===== config.mk =====
export PLATFORM = sky130hd
export DESIGN_NAME = mqbrr_cfg
export DESIGN_NICKNAME = d
export VERILOG_FILES = /design/src/design/mqbrr_pkg.sv /design/src/design/mqbrr_cfg.sv
export SDC_FILE = /design/constraint.sdc
export NUM_CORES = 1
export LEC_CHECK = 0
export CORE_UTILIZATION = 30
export CTS_CLUSTER_SIZE = 12
export DETAILED_ROUTE_END_ITERATION = 10
export DONT_BUFFER_PORTS = 1
export SKIP_CTS_REPAIR_TIMING = 1
export SYNTH_ARGS = -nofsm -noshare
export SYNTH_HDL_FRONTEND = slang
export SYNTH_SLANG_ARGS = --single-unit

===== constraint.sdc =====
create_clock -name clk -period 1.1 [get_ports clk]
set_input_delay 0.055 -clock clk [delete_from_list [all_inputs] [get_ports clk]]
set_output_delay 0.055 -clock clk [all_outputs]
set_load 0.1 [all_outputs]

===== src/design/mqbrr_pkg.sv =====
// ----------------------------------------------------------------------------
// mqbrr_pkg
// shared constants, codes and types of the burst round-robin queue scheduler
// ----------------------------------------------------------------------------
package mqbrr_pkg;

    localparam int NUM_QUEUES  = 4;
    localparam int QUEUE_DEPTH = 16;
    localparam int MAX_WORDS   = 4;

    localparam int SLOTS  = NUM_QUEUES * QUEUE_DEPTH;
    localparam int SLOT_W = $clog2(SLOTS);
    localparam int PTR_W  = (QUEUE_DEPTH > 1) ? $clog2(QUEUE_DEPTH) : 1;
    localparam int CNT_W  = $clog2(QUEUE_DEPTH + 1);

    localparam int WORD_W = 64;
    localparam int ADDR_W = 5;

    typedef enum logic [2:0] {
        REG_ENABLE  = 3'd0,
        REG_BURST0  = 3'd1,
        REG_BURST1  = 3'd2,
        REG_BURST2  = 3'd3,
        REG_BURST3  = 3'd4
    } reg_idx_t;

    typedef enum logic [1:0] {
        KIND_ENQ   = 2'd0,
        KIND_SEND  = 2'd1,
        KIND_REVAL = 2'd2,
        KIND_INVAL = 2'd3
    } kind_t;

    typedef enum logic [2:0] {
        ST_OK        = 3'd0,
        ST_SENT      = 3'd1,
        ST_NONE      = 3'd2,
        ST_IGNORED   = 3'd3,
        ST_SIZE_ERR  = 3'd4,
        ST_FULL      = 3'd5,
        ST_FLUSHED   = 3'd6,
        ST_BAD_QUEUE = 3'd7
    } status_t;

    typedef enum logic {
        FSM_IDLE = 1'b0,
        FSM_READ = 1'b1
    } fsm_t;

    typedef struct packed {
        logic [3:0]      enable;
        logic [3:0][7:0] burst;
    } cfg_t;

    typedef struct packed {
        logic [2:0]                        size;
        logic [MAX_WORDS-1:0][WORD_W-1:0] words;
    } msg_entry_t;

endpackage


===== src/design/mqbrr_cfg.sv =====
// ----------------------------------------------------------------------------
// mqbrr_cfg
// apb register file: queue enable mask and per-queue burst counts
// ----------------------------------------------------------------------------
module mqbrr_cfg
    import mqbrr_pkg::*;
(
    input  logic              clk,
    input  logic              rst_n,
    input  logic              psel,
    input  logic              penable,
    input  logic              pwrite,
    input  logic [ADDR_W-1:0] paddr,
    input  logic [31:0]       pwdata,
    output logic [31:0]       prdata,
    output logic              pready,
    output cfg_t              cfg
);

    cfg_t     cfg_reg;
    reg_idx_t idx;
    logic     wr;

    assign pready = 1'b1;
    assign idx    = reg_idx_t'(paddr[4:2]);
    assign wr     = psel && penable && pwrite;
    assign cfg    = cfg_reg;

    always_ff @(posedge clk or negedge rst_n)
    begin
        if (!rst_n)
        begin
            cfg_reg.enable <= 4'hf;
            cfg_reg.burst  <= {4{8'd1}};
        end
        else if (wr)
        begin
            unique case (idx)
                REG_ENABLE: cfg_reg.enable   <= pwdata[3:0];
                REG_BURST0: cfg_reg.burst[0] <= pwdata[7:0];
                REG_BURST1: cfg_reg.burst[1] <= pwdata[7:0];
                REG_BURST2: cfg_reg.burst[2] <= pwdata[7:0];
                REG_BURST3: cfg_reg.burst[3] <= pwdata[7:0];
                default:    ;
            endcase
        end
    end

    always_comb
    begin
        unique case (idx)
            REG_ENABLE: prdata = {28'd0, cfg_reg.enable};
            REG_BURST0: prdata = {24'd0, cfg_reg.burst[0]};
            REG_BURST1: prdata = {24'd0, cfg_reg.burst[1]};
            REG_BURST2: prdata = {24'd0, cfg_reg.burst[2]};
            REG_BURST3: prdata = {24'd0, cfg_reg.burst[3]};
            default:    prdata = 32'd0;
        endcase
    end

endmodule


**Yosys cells after proc, flatten, opt, wreduce, memory -nomap -nowiden**

Index checks and enable logic that the tools add are counted.

- Register bits: 36
- Input port bits: 42
- Output and inout bits: 69
- Logic and storage cells: 18

- Equal/unequal tests: 4
- Mux-type cells: 1
- Reductions and logical operators: 8

Operator list:

| kind | number |
|---|---|
| 8-bit one-hot mux with 5 select lines | 1 |
| 2-bit AND reduction | 5 |
| 3-bit by 2-bit equality test with 1-bit output (second input constant) | 2 |
| 3-bit by 1-bit equality test with 1-bit output (second input constant) | 1 |
| 3-bit equality test (second input constant) | 1 |
| 3-bit zero test | 1 |
| 1-bit logical AND | 2 |

**Logic depth before layout (Yosys ltp)**

- Depth in word-level cells: 3
- Mapped depth: 5
- Depth with buffers taken out: 3

**Worst setup path before layout**

No wires, ideal clock.

- Kind: reg-to-output
- Start point: reg cfg_reg, in the netlist cfg[9]
- End point: out prdata[1]
- Arrival time: 2.770 ns
- Data required time: 1.045 ns
- Slack: -1.725 ns
- Cell stages (with the launch flop): 4
- Path buffers: 0
- Cell sequence: dfrtp_1 > mux2_2 > a21oi_1 > o22ai_1

- Longest elaborated chain between the ends: 1

RTL lines:

| what | line | source |
|---|---|---|
| from (decl) | mqbrr_cfg.sv:20 | `cfg_t cfg_reg;` |
| 8-bit one-hot mux with 5 select lines | mqbrr_cfg.sv:51 | `unique case (idx)` |
| to (decl) | mqbrr_cfg.sv:15 | `output logic [31:0] prdata,` |

No other way between the ends.

**Worst setup path after layout**

- Start point: reg cfg_reg, in the netlist cfg[16]
- End point: out prdata[0]

Same word-level chain as after synthesis.

==> summary.md <==
| Metric | Value |
|---|---|
| # IOs | 111 |
| Crit-path max FO | 2 |
| Final Util | 51.23% |
| CTS clk-pin slew, worst paths | 0.07 ns |
| Synth top area share | 36.77% |
| Status | finished, violations left |
| Max FFs per register | 36 |
| Final period util | 138.9% |
| Vias in the first global route | 1,442 |
| Core Rows | 28 |
| Multi-input gate area | 1111 sq um |
| Core area | 6026 sq um |
| Worst path max stage delay | 0.48 ns |
| CTS Buf Count | 5 |
| DP HPWL | 3699 um |
| Design area | 3087 sq um |
| Main synth FF type | dfrtp_1 |
| Ant diodes | 0 |
| Achievable Freq | 654.5 MHz |
| Number of synthesized flops with an enable pin | 0 |
| Via-to-Cell Ratio | 4.679 |
| Synth area leaders | dfrtp_1 37%, mux2_2 24%, dfstp_2 11% |
| Die Y | 81.70 um |
| Routed wire per std cell | 17.69 um |
| Crit path time final | 1.528 ns |
| Worst Setup End Kind | output pin |
| Grt ovf | 0 |
| CP Data Required Time | 1.04 ns |
| Static Leak | 1.285 nW |
| Post-place instance area | 2665 sq um |
| Slowest cell on crit path | dfstp_4 |
| Critical path class | reg2out |
| Largest net degree at the start of global routing | 37 |
| RSZ-0062 raised after global routing | true |
| Initial antenna violation count | 0 |
| Area grow syn2layout | 61.98% |
| Register area share after synthesis | 47.80% |
| Min-Delay Path Class | in2reg |
| Maximum root-to-sink buffer count | 2 |
| Synth cell count leaders | 40 x mux2_2, 28 x dfrtp_1, 26 x buf_4 |
| CTS tree | done |
| Power Total | 7.178 mW |
| Final setup viols | 19 |
| Nets | 259 |
| Worst EP arrival | 1.47 ns |
| Drt initial violations | 32 |
| CTS Sinks | 36 |
| Port-buffer cells | 0 |
| Global Route Usage Sum | 16.54% |
| GPL Wtd Cong | 0.7107 |
| Routed Antenna Nets | 0 |
| Crit path launch type | register |
| First-pass GRT wire length | 7838 um |
| Via Count | 1,371 |
| Number of max-cap violations | 0 |
| P per Cell Area | 2326 nW/um^2 |
| Unique masters post-synth | 23 |
| Synthesized cell area | 1906 sq um |
| Most common cell in the netlist | mux2_2 |
| Mapped Cells | 148 |
| Pins Over Slew Limit | 0 |
| Die area | 6675 sq um |
| Worst setup margin | -0.4279 ns |
| FILL cells | 538 |
| Initial core utilization | 31.62% |
| Syn Area/Cell | 12.88 sq um |
| Yosys Warn Count | 0 |
| H-tree level count | 2 |
| Residual DRC | 0 |
| DP Cell Count | 270 |
| Clock latency on the worst-skew pair | 0.29 ns |
| Fraction of layout cells with a size suffix above 1 | 78.90% |
| Worst Skew | 0 ns |
| Cells along the critical path | mux2_4 > a21oi_2 > o22ai_4 > buf_12 |
| Register area | 985.9 sq um |
| Drt total wl | 5182 um |
| Violated checks | setup timing |
| Die X | 81.70 um |
| IR drop worst, VDD | 0.001288 V |
| Yosys top cell by area | dfrtp_1 |
| Fin. Hold Viols | 0 |
| Ys async rst share | 100.0% |
| Root Buffer | clkbuf_8 |
| Drt pass-1 iters | 4 |
| Finished Layout Cells | 293 |
| Flops & latches, synth | 36 |
==> metal layers <==
| metal | global-route usage [%] | wire length [um] | up-vias |
|---|---|---|---|
| met5 | 0 | 0 | - |
| met4 | 4.737 | 58 | 0 |
| met2 | 27.75 | 2605 | 59 |
| met3 | 5.889 | 396 | 6 |
| li1 | - | - | 628 |
| met1 | 19.90 | 2122 | 678 |
==> layout make-up <==
class,instances,area share [%]
well taps,75,3.040
multi-input cells,103,36.00
repair buffers,71,26.10
clock buffers,8,2.919
flip-flops and latches,36,31.94
==> cells by family (layout without fill, tap and decap cells) <==
group                  after synthesis  after routing  synth area share [%]
buffers and inverters               32             79                 11.88
other                                2             25                0.3941
AOI/OAI and AO/OA                   20             20                 6.829
and+or+nand+nor                     14             14                 7.354
muxes                               44             44                 25.74
DFF                                 36             36                 47.80
==> worst paths after layout <==
path                            startpoint         to  slack [ns]  depth (start not counted)
worst max-delay path               cfg[16]  prdata[0]       -0.43                          4
worst min-delay path              paddr[3]    cfg[27]        0.16                          3
worst max register to register     cfg[34]    cfg[34]       -0.06                          2
worst min register to register     cfg[21]    cfg[21]        0.54                          1
max in group asynchronous            rst_n    cfg[35]        0.62                          2
min in group asynchronous            rst_n    cfg[25]        0.23                          2
==> cells in the final DEF (no fill, tap or decap) <==
cell type,n
nand2b_1,1
a22oi_2,4
or3_1,1
nand4bb_1,1
o22ai_4,8
a21oi_2,4
and2b_1,1
a22oi_1,4
mux2i_4,3
mux2_4,10
nor2b_1,1
clkbuf_1,2
nor3b_4,3
dfrtp_4,4
clkbuf_8,6
conb_1,25
nand3_1,1
buf_6,10
dfrtp_2,24
mux2_2,30
buf_12,17
dlygate4sd3_1,9
nor3b_2,4
dfstp_4,8
nand4b_4,1
buf_4,35
mux2i_2,1
==> through the flow <==
step | setup TNS, ns | setup WS (ns) | hold WS [ns]
finish | -3.185 | -0.4279 | 0.1595
global route | -3.913 | -0.4750 | 0.1444
CTS | -4.666 | -0.4338 | -0.5547
detailed placement | -1.000 | -0.1181 | -0.2396
global placement | -0.7216 | -0.09296 | -0.2395
floorplan | -6.675 | -0.5559 | -0.2406
==> critical path, delay by kind of cell (launching register included) <==
kind | cells | cell delay (ns)
muxes | 1 | 0.26
AOI/OAI and AO/OA | 2 | 0.27
DFF | 1 | 0.48
buffers and inverters | 1 | 0.17
==> report_power, final <==
group | internal (mW) | leakage, nW | switching (mW) | total [mW]
Sequential | 1.71 | 0.410 | 0.236 | 1.95
Combinational | 1.17 | 0.829 | 3.08 | 4.25
Clock | 0.511 | 0.0455 | 0.467 | 0.978
(Power assumes the default switching activity.)
