==> src/design/mqbrr_pkg.sv <==
// ----------------------------------------------------------------------------
// mqbrr_pkg
// shared constants, codes and types of the burst round-robin queue scheduler
// ----------------------------------------------------------------------------
package mqbrr_pkg;

    localparam int NUM_QUEUES  = 4;
    localparam int QUEUE_DEPTH = 16;
    localparam int MAX_WORDS   = 4;

    localparam int SLOTS  = NUM_QUEUES * QUEUE_DEPTH;
    localparam int SLOT_W = $clog2(SLOTS);
    localparam int PTR_W  = (QUEUE_DEPTH > 1) ? $clog2(QUEUE_DEPTH) : 1;
    localparam int CNT_W  = $clog2(QUEUE_DEPTH + 1);

    localparam int WORD_W = 64;
    localparam int ADDR_W = 5;

    typedef enum logic [2:0] {
        REG_ENABLE  = 3'd0,
        REG_BURST0  = 3'd1,
        REG_BURST1  = 3'd2,
        REG_BURST2  = 3'd3,
        REG_BURST3  = 3'd4
    } reg_idx_t;

    typedef enum logic [1:0] {
        KIND_ENQ   = 2'd0,
        KIND_SEND  = 2'd1,
        KIND_REVAL = 2'd2,
        KIND_INVAL = 2'd3
    } kind_t;

    typedef enum logic [2:0] {
        ST_OK        = 3'd0,
        ST_SENT      = 3'd1,
        ST_NONE      = 3'd2,
        ST_IGNORED   = 3'd3,
        ST_SIZE_ERR  = 3'd4,
        ST_FULL      = 3'd5,
        ST_FLUSHED   = 3'd6,
        ST_BAD_QUEUE = 3'd7
    } status_t;

    typedef enum logic {
        FSM_IDLE = 1'b0,
        FSM_READ = 1'b1
    } fsm_t;

    typedef struct packed {
        logic [3:0]      enable;
        logic [3:0][7:0] burst;
    } cfg_t;

    typedef struct packed {
        logic [2:0]                        size;
        logic [MAX_WORDS-1:0][WORD_W-1:0] words;
    } msg_entry_t;

endpackage

==> src/design/mqbrr_if.sv <==
// ----------------------------------------------------------------------------
// mqbrr_in_if / mqbrr_out_if
// valid/ready channels for request items and result items
// ----------------------------------------------------------------------------
interface mqbrr_in_if;
    logic        valid;
    logic        ready;
    logic [1:0]  kind;
    logic [1:0]  queue_index;
    logic [2:0]  msg_size;
    logic [63:0] word0;
    logic [63:0] word1;
    logic [63:0] word2;
    logic [63:0] word3;
    logic        send_rejected;

    modport source (output valid, kind, queue_index, msg_size, word0, word1, word2, word3,
                    send_rejected, input ready);
    modport sink   (input valid, kind, queue_index, msg_size, word0, word1, word2, word3,
                    send_rejected, output ready);
endinterface

interface mqbrr_out_if;
    logic        valid;
    logic        ready;
    logic [2:0]  status;
    logic [1:0]  out_queue;
    logic [2:0]  out_size;
    logic [4:0]  queue_level;
    logic [63:0] out_word0;
    logic [63:0] out_word1;
    logic [63:0] out_word2;
    logic [63:0] out_word3;

    modport source (output valid, status, out_queue, out_size, queue_level, out_word0,
                    out_word1, out_word2, out_word3, input ready);
    modport sink   (input valid, status, out_queue, out_size, queue_level, out_word0,
                    out_word1, out_word2, out_word3, output ready);
endinterface

==> src/design/mqbrr_sched.sv <==
// ----------------------------------------------------------------------------
// mqbrr_sched
// queue pointers, round-robin burst selection and result register
// ----------------------------------------------------------------------------
module mqbrr_sched
    import mqbrr_pkg::*;
(
    input  logic              clk,
    input  logic              rst_n,
    input  cfg_t              cfg,
    mqbrr_in_if.sink          in_ch,
    mqbrr_out_if.source       out_ch,
    output logic              wr_en,
    output logic [SLOT_W-1:0] wr_addr,
    output msg_entry_t        wr_data,
    output logic              rd_en,
    output logic [SLOT_W-1:0] rd_addr,
    input  msg_entry_t        rd_data
);

    fsm_t             state_reg, state_next;
    logic [PTR_W-1:0] head_reg [NUM_QUEUES];
    logic [PTR_W-1:0] head_next [NUM_QUEUES];
    logic [PTR_W-1:0] tail_reg [NUM_QUEUES];
    logic [PTR_W-1:0] tail_next [NUM_QUEUES];
    logic [CNT_W-1:0] cnt_reg [NUM_QUEUES];
    logic [CNT_W-1:0] cnt_next [NUM_QUEUES];
    logic [NUM_QUEUES-1:0] inval_reg, inval_next;
    logic [1:0]       cur_reg, cur_next;
    logic [7:0]       used_reg, used_next;

    logic             ovalid_reg, ovalid_next;
    status_t          status_reg, status_next;
    logic [1:0]       oq_reg, oq_next;
    logic [2:0]       osize_reg, osize_next;
    logic [4:0]       level_reg, level_next;
    logic [3:0][63:0] ow_reg, ow_next;

    logic             accept;
    kind_t            kind;
    logic [1:0]       q;
    logic             q_ok;
    logic             found;
    logic [1:0]       sel;
    logic [2:0]       sum;
    logic [1:0]       cand;
    logic [7:0]       burst;
    logic [7:0]       used_base;
    logic [8:0]       used_inc;
    logic [CNT_W-1:0] left;
    logic [63:0]      in_w [4];

    assign in_ch.ready = (state_reg == FSM_IDLE) && !ovalid_reg;
    assign accept      = in_ch.valid && in_ch.ready;
    assign kind        = kind_t'(in_ch.kind);
    assign q           = in_ch.queue_index;
    assign q_ok        = (32'(q) < NUM_QUEUES) && cfg.enable[q];
    assign in_w[0]     = in_ch.word0;
    assign in_w[1]     = in_ch.word1;
    assign in_w[2]     = in_ch.word2;
    assign in_w[3]     = in_ch.word3;

    assign out_ch.valid       = ovalid_reg;
    assign out_ch.status      = status_reg;
    assign out_ch.out_queue   = oq_reg;
    assign out_ch.out_size    = osize_reg;
    assign out_ch.queue_level = level_reg;
    assign out_ch.out_word0   = ow_reg[0];
    assign out_ch.out_word1   = ow_reg[1];
    assign out_ch.out_word2   = ow_reg[2];
    assign out_ch.out_word3   = ow_reg[3];

    // scan enabled non-empty queues from the current pointer
    always_comb
    begin
        found = 1'b0;
        sel   = '0;
        sum   = '0;
        cand  = '0;
        for (int n = 0; n < NUM_QUEUES; n++)
        begin
            sum  = 3'(cur_reg) + 3'(n);
            cand = (32'(sum) >= NUM_QUEUES) ? 2'(32'(sum) - NUM_QUEUES) : sum[1:0];
            if (!found && cfg.enable[cand] && (cnt_reg[cand] != '0))
            begin
                found = 1'b1;
                sel   = cand;
            end
        end
    end

    assign burst     = (cfg.burst[sel] == 8'd0) ? 8'd1 : cfg.burst[sel];
    assign used_base = (sel != cur_reg) ? 8'd0 : used_reg;
    assign used_inc  = 9'(used_base) + 9'd1;
    assign left      = cnt_reg[sel] - CNT_W'(1);

    always_comb
    begin
        state_next  = state_reg;
        head_next   = head_reg;
        tail_next   = tail_reg;
        cnt_next    = cnt_reg;
        inval_next  = inval_reg;
        cur_next    = cur_reg;
        used_next   = used_reg;
        ovalid_next = ovalid_reg;
        status_next = status_reg;
        oq_next     = oq_reg;
        osize_next  = osize_reg;
        level_next  = level_reg;
        ow_next     = ow_reg;
        wr_en       = 1'b0;
        wr_addr     = SLOT_W'(SLOT_W'(q) * SLOT_W'(QUEUE_DEPTH)) + SLOT_W'(tail_reg[q]);
        wr_data.size = in_ch.msg_size;
        for (int i = 0; i < MAX_WORDS; i++)
        begin
            wr_data.words[i] = (i < 32'(in_ch.msg_size)) ? in_w[i] : 64'd0;
        end
        rd_en       = 1'b0;
        rd_addr     = SLOT_W'(SLOT_W'(sel) * SLOT_W'(QUEUE_DEPTH)) + SLOT_W'(head_reg[sel]);

        if (out_ch.valid && out_ch.ready)
        begin
            ovalid_next = 1'b0;
        end

        unique case (state_reg)
            FSM_IDLE:
            begin
                if (accept)
                begin
                    ovalid_next = 1'b1;
                    status_next = ST_OK;
                    oq_next     = q;
                    osize_next  = 3'd0;
                    level_next  = 5'd0;
                    ow_next     = '0;
                    case (kind)
                        KIND_ENQ:
                        begin
                            if (!q_ok)
                            begin
                                status_next = ST_BAD_QUEUE;
                            end
                            else if (32'(in_ch.msg_size) > MAX_WORDS)
                            begin
                                status_next = ST_SIZE_ERR;
                                level_next  = 5'(cnt_reg[q]);
                            end
                            else if (inval_reg[q])
                            begin
                                status_next = ST_IGNORED;
                                level_next  = 5'(cnt_reg[q]);
                            end
                            else if (32'(cnt_reg[q]) >= QUEUE_DEPTH)
                            begin
                                status_next = ST_FULL;
                                level_next  = 5'(cnt_reg[q]);
                            end
                            else
                            begin
                                wr_en        = 1'b1;
                                tail_next[q] = (32'(tail_reg[q]) == QUEUE_DEPTH - 1) ?
                                               '0 : tail_reg[q] + PTR_W'(1);
                                cnt_next[q]  = cnt_reg[q] + CNT_W'(1);
                                level_next   = 5'(cnt_reg[q] + CNT_W'(1));
                            end
                        end
                        KIND_SEND:
                        begin
                            if (!found)
                            begin
                                status_next = ST_NONE;
                                oq_next     = cur_reg;
                            end
                            else if (in_ch.send_rejected)
                            begin
                                status_next = ST_FLUSHED;
                                oq_next     = sel;
                                for (int k = 0; k < NUM_QUEUES; k++)
                                begin
                                    head_next[k] = '0;
                                    tail_next[k] = '0;
                                    cnt_next[k]  = '0;
                                end
                                inval_next = '1;
                                cur_next   = 2'd0;
                                used_next  = 8'd0;
                            end
                            else
                            begin
                                // result completes when the message read returns
                                ovalid_next    = 1'b0;
                                state_next     = FSM_READ;
                                rd_en          = 1'b1;
                                status_next    = ST_SENT;
                                oq_next        = sel;
                                level_next     = 5'(left);
                                head_next[sel] = (32'(head_reg[sel]) == QUEUE_DEPTH - 1) ?
                                                 '0 : head_reg[sel] + PTR_W'(1);
                                cnt_next[sel]  = left;
                                if ((used_inc >= 9'(burst)) || (left == '0))
                                begin
                                    cur_next  = (32'(sel) == NUM_QUEUES - 1) ?
                                                2'd0 : sel + 2'd1;
                                    used_next = 8'd0;
                                end
                                else
                                begin
                                    cur_next  = sel;
                                    used_next = used_inc[7:0];
                                end
                            end
                        end
                        KIND_REVAL:
                        begin
                            if (!q_ok)
                            begin
                                status_next = ST_BAD_QUEUE;
                            end
                            else
                            begin
                                inval_next[q] = 1'b0;
                                level_next    = 5'(cnt_reg[q]);
                            end
                        end
                        default:
                        begin
                            oq_next = 2'd0;
                            for (int k = 0; k < NUM_QUEUES; k++)
                            begin
                                head_next[k] = '0;
                                tail_next[k] = '0;
                                cnt_next[k]  = '0;
                            end
                            inval_next = '1;
                            cur_next   = 2'd0;
                            used_next  = 8'd0;
                        end
                    endcase
                end
            end
            FSM_READ:
            begin
                ovalid_next = 1'b1;
                osize_next  = rd_data.size;
                for (int i = 0; i < 4; i++)
                begin
                    ow_next[i] = (i < MAX_WORDS) ? rd_data.words[i % MAX_WORDS] : 64'd0;
                end
                state_next = FSM_IDLE;
            end
            default:
            begin
                state_next = FSM_IDLE;
            end
        endcase
    end

    always_ff @(posedge clk or negedge rst_n)
    begin
        if (!rst_n)
        begin
            state_reg  <= FSM_IDLE;
            for (int k = 0; k < NUM_QUEUES; k++)
            begin
                head_reg[k] <= '0;
                tail_reg[k] <= '0;
                cnt_reg[k]  <= '0;
            end
            inval_reg  <= '0;
            cur_reg    <= 2'd0;
            used_reg   <= 8'd0;
            ovalid_reg <= 1'b0;
        end
        else
        begin
            state_reg  <= state_next;
            head_reg   <= head_next;
            tail_reg   <= tail_next;
            cnt_reg    <= cnt_next;
            inval_reg  <= inval_next;
            cur_reg    <= cur_next;
            used_reg   <= used_next;
            ovalid_reg <= ovalid_next;
        end
    end

    always_ff @(posedge clk)
    begin
        status_reg <= status_next;
        oq_reg     <= oq_next;
        osize_reg  <= osize_next;
        level_reg  <= level_next;
        ow_reg     <= ow_next;
    end

    a_read_no_result: assert property (@(posedge clk) disable iff (!rst_n)
        (state_reg == FSM_READ) |-> !ovalid_reg)
        else $error("result pending during message read");

    a_read_completes: assert property (@(posedge clk) disable iff (!rst_n)
        (state_reg == FSM_READ) |=> (ovalid_reg && (state_reg == FSM_IDLE)))
        else $error("message read did not produce a result");

    a_send_reads: assert property (@(posedge clk) disable iff (!rst_n)
        (accept && (kind == KIND_SEND) && found && !in_ch.send_rejected)
        |=> (state_reg == FSM_READ))
        else $error("send step did not start a read");

    a_count_bound: assert property (@(posedge clk) disable iff (!rst_n)
        32'(cnt_reg[0]) <= QUEUE_DEPTH)
        else $error("queue count above depth");

endmodule

==> src/flat_wrapper.sv <==
// flat-port wrapper written by rule: the top's interface ports become plain ports
module mqbrr_sched_flat import mqbrr_pkg::*;
  (clk, rst_n, cfg, wr_en, wr_addr, wr_data, rd_en, rd_addr, rd_data, in_ch_valid, in_ch_kind, in_ch_queue_index, in_ch_msg_size, in_ch_word0, in_ch_word1, in_ch_word2, in_ch_word3, in_ch_send_rejected, in_ch_ready, out_ch_valid, out_ch_status, out_ch_out_queue, out_ch_out_size, out_ch_queue_level, out_ch_out_word0, out_ch_out_word1, out_ch_out_word2, out_ch_out_word3, out_ch_ready);
  mqbrr_in_if in_ch_i ();
  mqbrr_out_if out_ch_i ();
  input  logic clk;
  input  logic rst_n;
  input  cfg_t cfg;
  output logic wr_en;
  output logic [SLOT_W-1:0] wr_addr;
  output msg_entry_t wr_data;
  output logic rd_en;
  output logic [SLOT_W-1:0] rd_addr;
  input  msg_entry_t rd_data;
  input wire logic [$bits(in_ch_i.valid)-1:0] in_ch_valid;
  input wire logic [$bits(in_ch_i.kind)-1:0] in_ch_kind;
  input wire logic [$bits(in_ch_i.queue_index)-1:0] in_ch_queue_index;
  input wire logic [$bits(in_ch_i.msg_size)-1:0] in_ch_msg_size;
  input wire logic [$bits(in_ch_i.word0)-1:0] in_ch_word0;
  input wire logic [$bits(in_ch_i.word1)-1:0] in_ch_word1;
  input wire logic [$bits(in_ch_i.word2)-1:0] in_ch_word2;
  input wire logic [$bits(in_ch_i.word3)-1:0] in_ch_word3;
  input wire logic [$bits(in_ch_i.send_rejected)-1:0] in_ch_send_rejected;
  output wire logic [$bits(in_ch_i.ready)-1:0] in_ch_ready;
  output wire logic [$bits(out_ch_i.valid)-1:0] out_ch_valid;
  output wire logic [$bits(out_ch_i.status)-1:0] out_ch_status;
  output wire logic [$bits(out_ch_i.out_queue)-1:0] out_ch_out_queue;
  output wire logic [$bits(out_ch_i.out_size)-1:0] out_ch_out_size;
  output wire logic [$bits(out_ch_i.queue_level)-1:0] out_ch_queue_level;
  output wire logic [$bits(out_ch_i.out_word0)-1:0] out_ch_out_word0;
  output wire logic [$bits(out_ch_i.out_word1)-1:0] out_ch_out_word1;
  output wire logic [$bits(out_ch_i.out_word2)-1:0] out_ch_out_word2;
  output wire logic [$bits(out_ch_i.out_word3)-1:0] out_ch_out_word3;
  input wire logic [$bits(out_ch_i.ready)-1:0] out_ch_ready;
  assign in_ch_i.valid = in_ch_valid;
  assign in_ch_i.kind = in_ch_kind;
  assign in_ch_i.queue_index = in_ch_queue_index;
  assign in_ch_i.msg_size = in_ch_msg_size;
  assign in_ch_i.word0 = in_ch_word0;
  assign in_ch_i.word1 = in_ch_word1;
  assign in_ch_i.word2 = in_ch_word2;
  assign in_ch_i.word3 = in_ch_word3;
  assign in_ch_i.send_rejected = in_ch_send_rejected;
  assign in_ch_ready = in_ch_i.ready;
  assign out_ch_valid = out_ch_i.valid;
  assign out_ch_status = out_ch_i.status;
  assign out_ch_out_queue = out_ch_i.out_queue;
  assign out_ch_out_size = out_ch_i.out_size;
  assign out_ch_queue_level = out_ch_i.queue_level;
  assign out_ch_out_word0 = out_ch_i.out_word0;
  assign out_ch_out_word1 = out_ch_i.out_word1;
  assign out_ch_out_word2 = out_ch_i.out_word2;
  assign out_ch_out_word3 = out_ch_i.out_word3;
  assign out_ch_i.ready = out_ch_ready;
  mqbrr_sched u_core (.clk(clk), .rst_n(rst_n), .cfg(cfg), .in_ch(in_ch_i), .out_ch(out_ch_i), .wr_en(wr_en), .wr_addr(wr_addr), .wr_data(wr_data), .rd_en(rd_en), .rd_addr(rd_addr), .rd_data(rd_data));
endmodule
==> config.mk <==
export PLATFORM = sky130hd
export DESIGN_NAME = mqbrr_sched_flat
export DESIGN_NICKNAME = d
export VERILOG_FILES = /design/src/design/mqbrr_pkg.sv /design/src/design/mqbrr_if.sv /design/src/design/mqbrr_sched.sv /design/src/flat_wrapper.sv
export SDC_FILE = /design/constraint.sdc
export NUM_CORES = 1
export LEC_CHECK = 0
export BUFFER_PORTS_ARGS = -buffer_cell sky130_fd_sc_hd__buf_4
export CORE_AREA = 3 3 427 429
export DETAILED_ROUTE_END_ITERATION = 7
export DIE_AREA = 0 0 430 432
export SKIP_LAST_GASP = 1
export SLEW_MARGIN = 20
export SYNTH_ARGS = -nofsm -noshare
export SYNTH_HDL_FRONTEND = slang
export SYNTH_SLANG_ARGS = --single-unit
==> constraint.sdc <==
create_clock -name clk -period 17.1 [get_ports clk]
set_clock_uncertainty 0.2 [all_clocks]
set_input_delay 2.565 -clock clk [delete_from_list [all_inputs] [get_ports clk]]
set_output_delay 2.565 -clock clk [all_outputs]
set_load 0.1 [all_outputs]
* Yosys cells after proc, flatten, opt, wreduce, memory -nomap -nowiden *
Cells that the tools add are included.

storage, ports and cells
  output and inout bits = 544
  word-level logic and storage cells = 267
  input port bits = 563
  register bits = 337

cells by class
  reductions and logical operators = 31
  $lt $le $gt $ge = 26
  muxes and demuxes = 143
  eq/ne operators = 15
  add/sub/neg operators = 15
  bitwise gates (word level) = 12

operators with widths
  cell                                                                   number
  256-bit one-hot mux with 2 select lines                                1
  256-bit two-way mux                                                    1
  64-bit two-way mux                                                     4
  16-bit two-way mux                                                     8
  20-bit two-way mux                                                     6
  5-bit two-way mux                                                      21
  5-bit binary-select mux with 2-bit select                              6
  20-bit one-hot mux with 3 select lines                                 1
  8-bit two-way mux                                                      6
  16-bit one-hot mux with 3 select lines                                 1
  4-bit two-way mux                                                      11
  20-bit bitwise mux                                                     2
  16-bit bitwise mux                                                     2
  16-bit one-hot mux with 2 select lines                                 1
  1-bit two-way mux                                                      28
  3-bit >= comparator (second input constant)                            9
  2-bit two-way mux                                                      13
  3-bit two-way mux                                                      8
  5-bit demux with 2-bit select                                          2
  5-bit nonzero test                                                     4
  2-bit by 3-bit < comparator with 1-bit output (second input constant)  6
  2-bit NOT with 3-bit output                                            6
  4-bit binary-select mux with 2-bit select                              2
  8-bit binary-select mux with 2-bit select                              1
  other kinds (49)                                                       92

* Depth between registers and ports, before layout *
  word-level depth = 32
  depth in mapped cells = 26

* Worst setup path after synthesis *
OpenSTA, ideal clock, no wires.

  path kind = in2reg
  start = in in_ch_valid
  end = reg u_core.osize_reg[0], in the netlist u_core.out_ch.out_size[0] (enable)
  path slack = 7597 ps
  data arrival time = 8635 ps
  buffers on the path = 0
  cell stages on the path = 2
  data required time = 16232 ps
  cells stage by stage = nand2_1 > nand2b_1

between the ends
  cells in the longest elaborated chain, start to end = 2

ends and longest elaborated chain
  item                                                        RTL line            source
  from (decl)                                                 flat_wrapper.sv:15  input wire logic [$bits(in_ch_i.valid)-1:0] in_ch_valid;
  1-bit logical AND                                           mqbrr_sched.sv:54   assign accept = in_ch.valid && in_ch.ready;
  2-bit by 1-bit inequality test with 1-bit output (no line)  --
  to (signal assigned)                                        mqbrr_sched.sv:293  osize_reg <= osize_next;
  to (decl)                                                   mqbrr_sched.sv:35   logic [2:0] osize_reg, osize_next;

Every way passes these cells.
A chain may end at the register's enable or synchronous reset.

* Final worst setup path *
  start = in cfg[34] (netlist bit)
  end = out rd_addr[0]

between the ends
  cells in the longest elaborated chain, start to end = 21
  elaborated cells between the ends (all ways) = 30

ends and longest elaborated chain
  item                                                     RTL line            source
  from (decl)                                              flat_wrapper.sv:8   input cfg_t cfg;
  1-bit binary-select mux with 2-bit select                mqbrr_sched.sv:84   if (!found && cfg.enable[cand] && (cnt_reg[cand] != '0))
  1-bit two-way mux (implied by the code)                  mqbrr_sched.sv:84
  1-bit logical AND                                        mqbrr_sched.sv:84
  1-bit two-way mux                                        mqbrr_sched.sv:84
  1-bit logical NOT                                        mqbrr_sched.sv:84
  1-bit logical AND (2 in series)                          mqbrr_sched.sv:84
  1-bit two-way mux                                        mqbrr_sched.sv:84
  1-bit logical NOT                                        mqbrr_sched.sv:84
  1-bit logical AND (2 in series)                          mqbrr_sched.sv:84
  1-bit two-way mux                                        mqbrr_sched.sv:84
  1-bit logical NOT                                        mqbrr_sched.sv:84
  1-bit logical AND (2 in series)                          mqbrr_sched.sv:84
  2-bit two-way mux *                                      mqbrr_sched.sv:84
  2-bit NOT with 3-bit output (implied by the code) *      mqbrr_sched.sv:120  rd_addr = SLOT_W'(SLOT_W'(sel) * SLOT_W'(QUEUE_DEPTH)) + SLOT_W'(head_reg[sel]);
  4-bit binary-select mux with 2-bit select *              mqbrr_sched.sv:120
  4-bit two-way mux (implied by the code) * (2 in series)  mqbrr_sched.sv:120
  6-bit by 4-bit adder with 6-bit output *                 mqbrr_sched.sv:120
  to (decl)                                                flat_wrapper.sv:13  output logic [SLOT_W-1:0] rd_addr;

Every way passes the cells marked *; elsewhere a longest branch is shown, timed or not. The select of a mux whose other input is x is not followed.

==> flow_summary.ini <==
[timing]
grt_setup_unrepaired = no
max_freq_mhz = 121
finalSetupViolCount = 0
tns_ns = 0
maxSlewViolCount = 0
final_hold_viol_count = 0
worst_pin_slew_ns = 1.04
final.period_utilization_pct = 48.3
hold_slack_ns = 0.280
relSlewSlack_pct = 30.3
period_needed_ns = 8.25

[drt]
drc_errors = 0
ant_nets = 0
drt-total-wl_um = 138000
viasPerCell = 3.31
num_vias = 16236
drt_pass1_iterations = 5
drt_iter0_markers = 1213
wl_per_cell_um = 28.2

[synth]
ys_seq_elements = 337
async_reset_ff_share_pct = 20.2
ys_types = 69
netlist_area_um2 = 16600
synth_enable_flop_cells = 269
avgSynthCellArea_um2 = 11.7
synth_flop_cell = edfxtp_1
netlist_instances = 1419
yosysSeqAreaShare_pct = 58.8
syn-num-nets = 2000
yosys_warnings = 0

[clock_network]
insertion_delay_ns = 0.63
cts_tree = done
cts-root-buf = clkbuf_16
clock-sinks = 337
htree_levels = 2
clk_pin_slew_worst_paths_ns = 0.05
numCtsBuffers = 45
cts_resized = 0
cts_setup_buffers = 0
cts_hold_buf = 0
cts_max_path_buffers = 3

[placed_design]
place.gp.congestion = 0.959
place_area_um2 = 27600
numPortBuffers = 1106
dpl.hpwl_um = 119000

[worst_setup_path]
rr_startpoint = u_core.cur_reg[0]$_DFFE_PN0P_
critPathBufInv = 3
cp.arrival_ns = 5.49
cp-start-kind = input pin
cp_max_fo = 23
worstPathRequired_ns = 14.34
max_stage_delay_ns = 0.63
critical_path_class = input pin to primary output
worst_path_max_delay_cell = o211ai_4
crit_chain = buf_4 > nand3_1 > o21ai_0 > a31oi_1 > a21oi_4 > o211ai_4 > inv_1 > mux2i_1 > buf_4
end_kind = primary output
crit_family = compound AO/OA/AOI/OAI gates
critPathLaunch = cfg[34]
crit_top_cell = buf_4

[final_layout]
final_cell_mix = buf_4 (1118), and2_1 (330), edfxtp_1 (269)
area_growth_pct = 76.3
num-nets-final = 3077
drive_gt1_share_pct = 48.8
mostFrequentLayoutCell = buf_4
design_area_um2 = 29300
register_area_um2 = 9780
fillers = 19998
fin_util_pct = 16.4
multi_input_area_um2 = 6460

[power]
switching_share_pct = 54.5
pwr-share-clk_pct = 20.9
p_leak_nw = 12.4
power.switching_mw = 2.80
p_int_mw = 2.34
comb_power_share_pct = 55.4
pwr-share-seq_pct = 23.8
irDropWorstVdd_uv = 105
powerDensity_nw_per_um2 = 175

[hold_path]
hold_class = register to register
min_from = u_core.tail_reg[4]$_DFFE_PN0P_

[floorplanning]
core_um2 = 179000
fp.dieH_um = 432
die_w_um = 430
io_pins = 1107
row_count = 155
start_util_pct = 9.31
die-area_um2 = 186000

[global_route]
grt_max_degree = 101
grt_overflow = 0
grt_util_all_layers_pct = 14.1
grt_pass1_vias = 16138
grt_pass1_wl_um = 170000
grt_antenna_before_repair = 72

[outcome]
status = complete, no violations

[job]
maxCapViolations = 0
## power by group through the flow
stage               clock (mW)  sequential [mW]  combinational, mW
detailed placement           0             1.24               2.86
CTS                       1.12             1.22               2.87
finish                    1.07             1.22               2.85
global route              1.15             1.24               2.96
global placement             0             1.24               2.87
floorplan                    0             2.31               1.02
## layer usage
metal  vias to the layer above  track usage, %  share of wire (%)
met2                       920            22.3                 46
met1                      7989            15.9                 38
met3                       176            7.57                 12
met4                        30            5.31                4.0
li1                       7121               -                  -
met5                         -               0               0.18
## per-stage QoR
step                power (mW)  setup WS, ns  instances
detailed placement        4.10          8.91       4804
finish                    5.14          8.85       4902
floorplan                 3.34          7.60       1419
CTS                       5.21          8.90       4888
global route              5.34          8.62       4889
global placement          4.11          8.86       4804
## kinds of logic after synthesis
family / after synthesis / share of synthesized area (%)
multiplexers: 38 / 3.16
XOR/XNOR: 14 / 0.783
flip-flops: 337 / 58.8
AND/OR/NAND/NOR: 728 / 25.3
buffers and inverters: 104 / 2.52
AO/OA/AOI/OAI: 180 / 8.02
adder cells (fa/ha/maj): 18 / 1.35
## area by class of cell
class / instances / share of cell area (%)
inverter: 16 / 0.205
antenna: 14 / 0.120
tap: 2355 / 10.1
clock buffer: 53 / 4.05
sequential: 337 / 33.4
multi-input combinational: 978 / 22.0
clock inverter: 31 / 1.53
timing repair buffer: 1118 / 28.6
## cell usage after synthesis (11+ instances only)
cell type / count / area [um2]
dfrtp_1: 68 / 1700
clkbuf_1: 73 / 274
o2bb2ai_1: 17 / 149
nand3_1: 28 / 140
nand2_1: 102 / 383
inv_1: 14 / 52.6
mux2i_1: 23 / 230
and2_1: 330 / 2060
mux4_2: 11 / 248
o22ai_1: 12 / 75.1
nor2b_1: 198 / 1240
a22o_1: 22 / 193
o21ai_0: 48 / 240
ha_1: 18 / 225
edfxtp_1: 269 / 8080
nor2_1: 32 / 120
a21oi_1: 19 / 95.1
## path summary, 6_finish.rpt
check,to,slack [ns],cells past startpoint
max,rd_addr[0],8.85,9
min,u_core.tail_reg[4]$_DFFE_PN0P_,0.28,1
max reg2reg,u_core.used_reg[7]$_DFFE_PN0P_,11.07,21
min reg2reg,u_core.tail_reg[4]$_DFFE_PN0P_,0.28,1
max in group asynchronous,u_core.state_reg$_DFF_PN0_,14.15,1
min in group asynchronous,u_core.inval_reg[0]$_DFFE_PN0P_,1.87,1
Power figures use the tool's default switching activity.
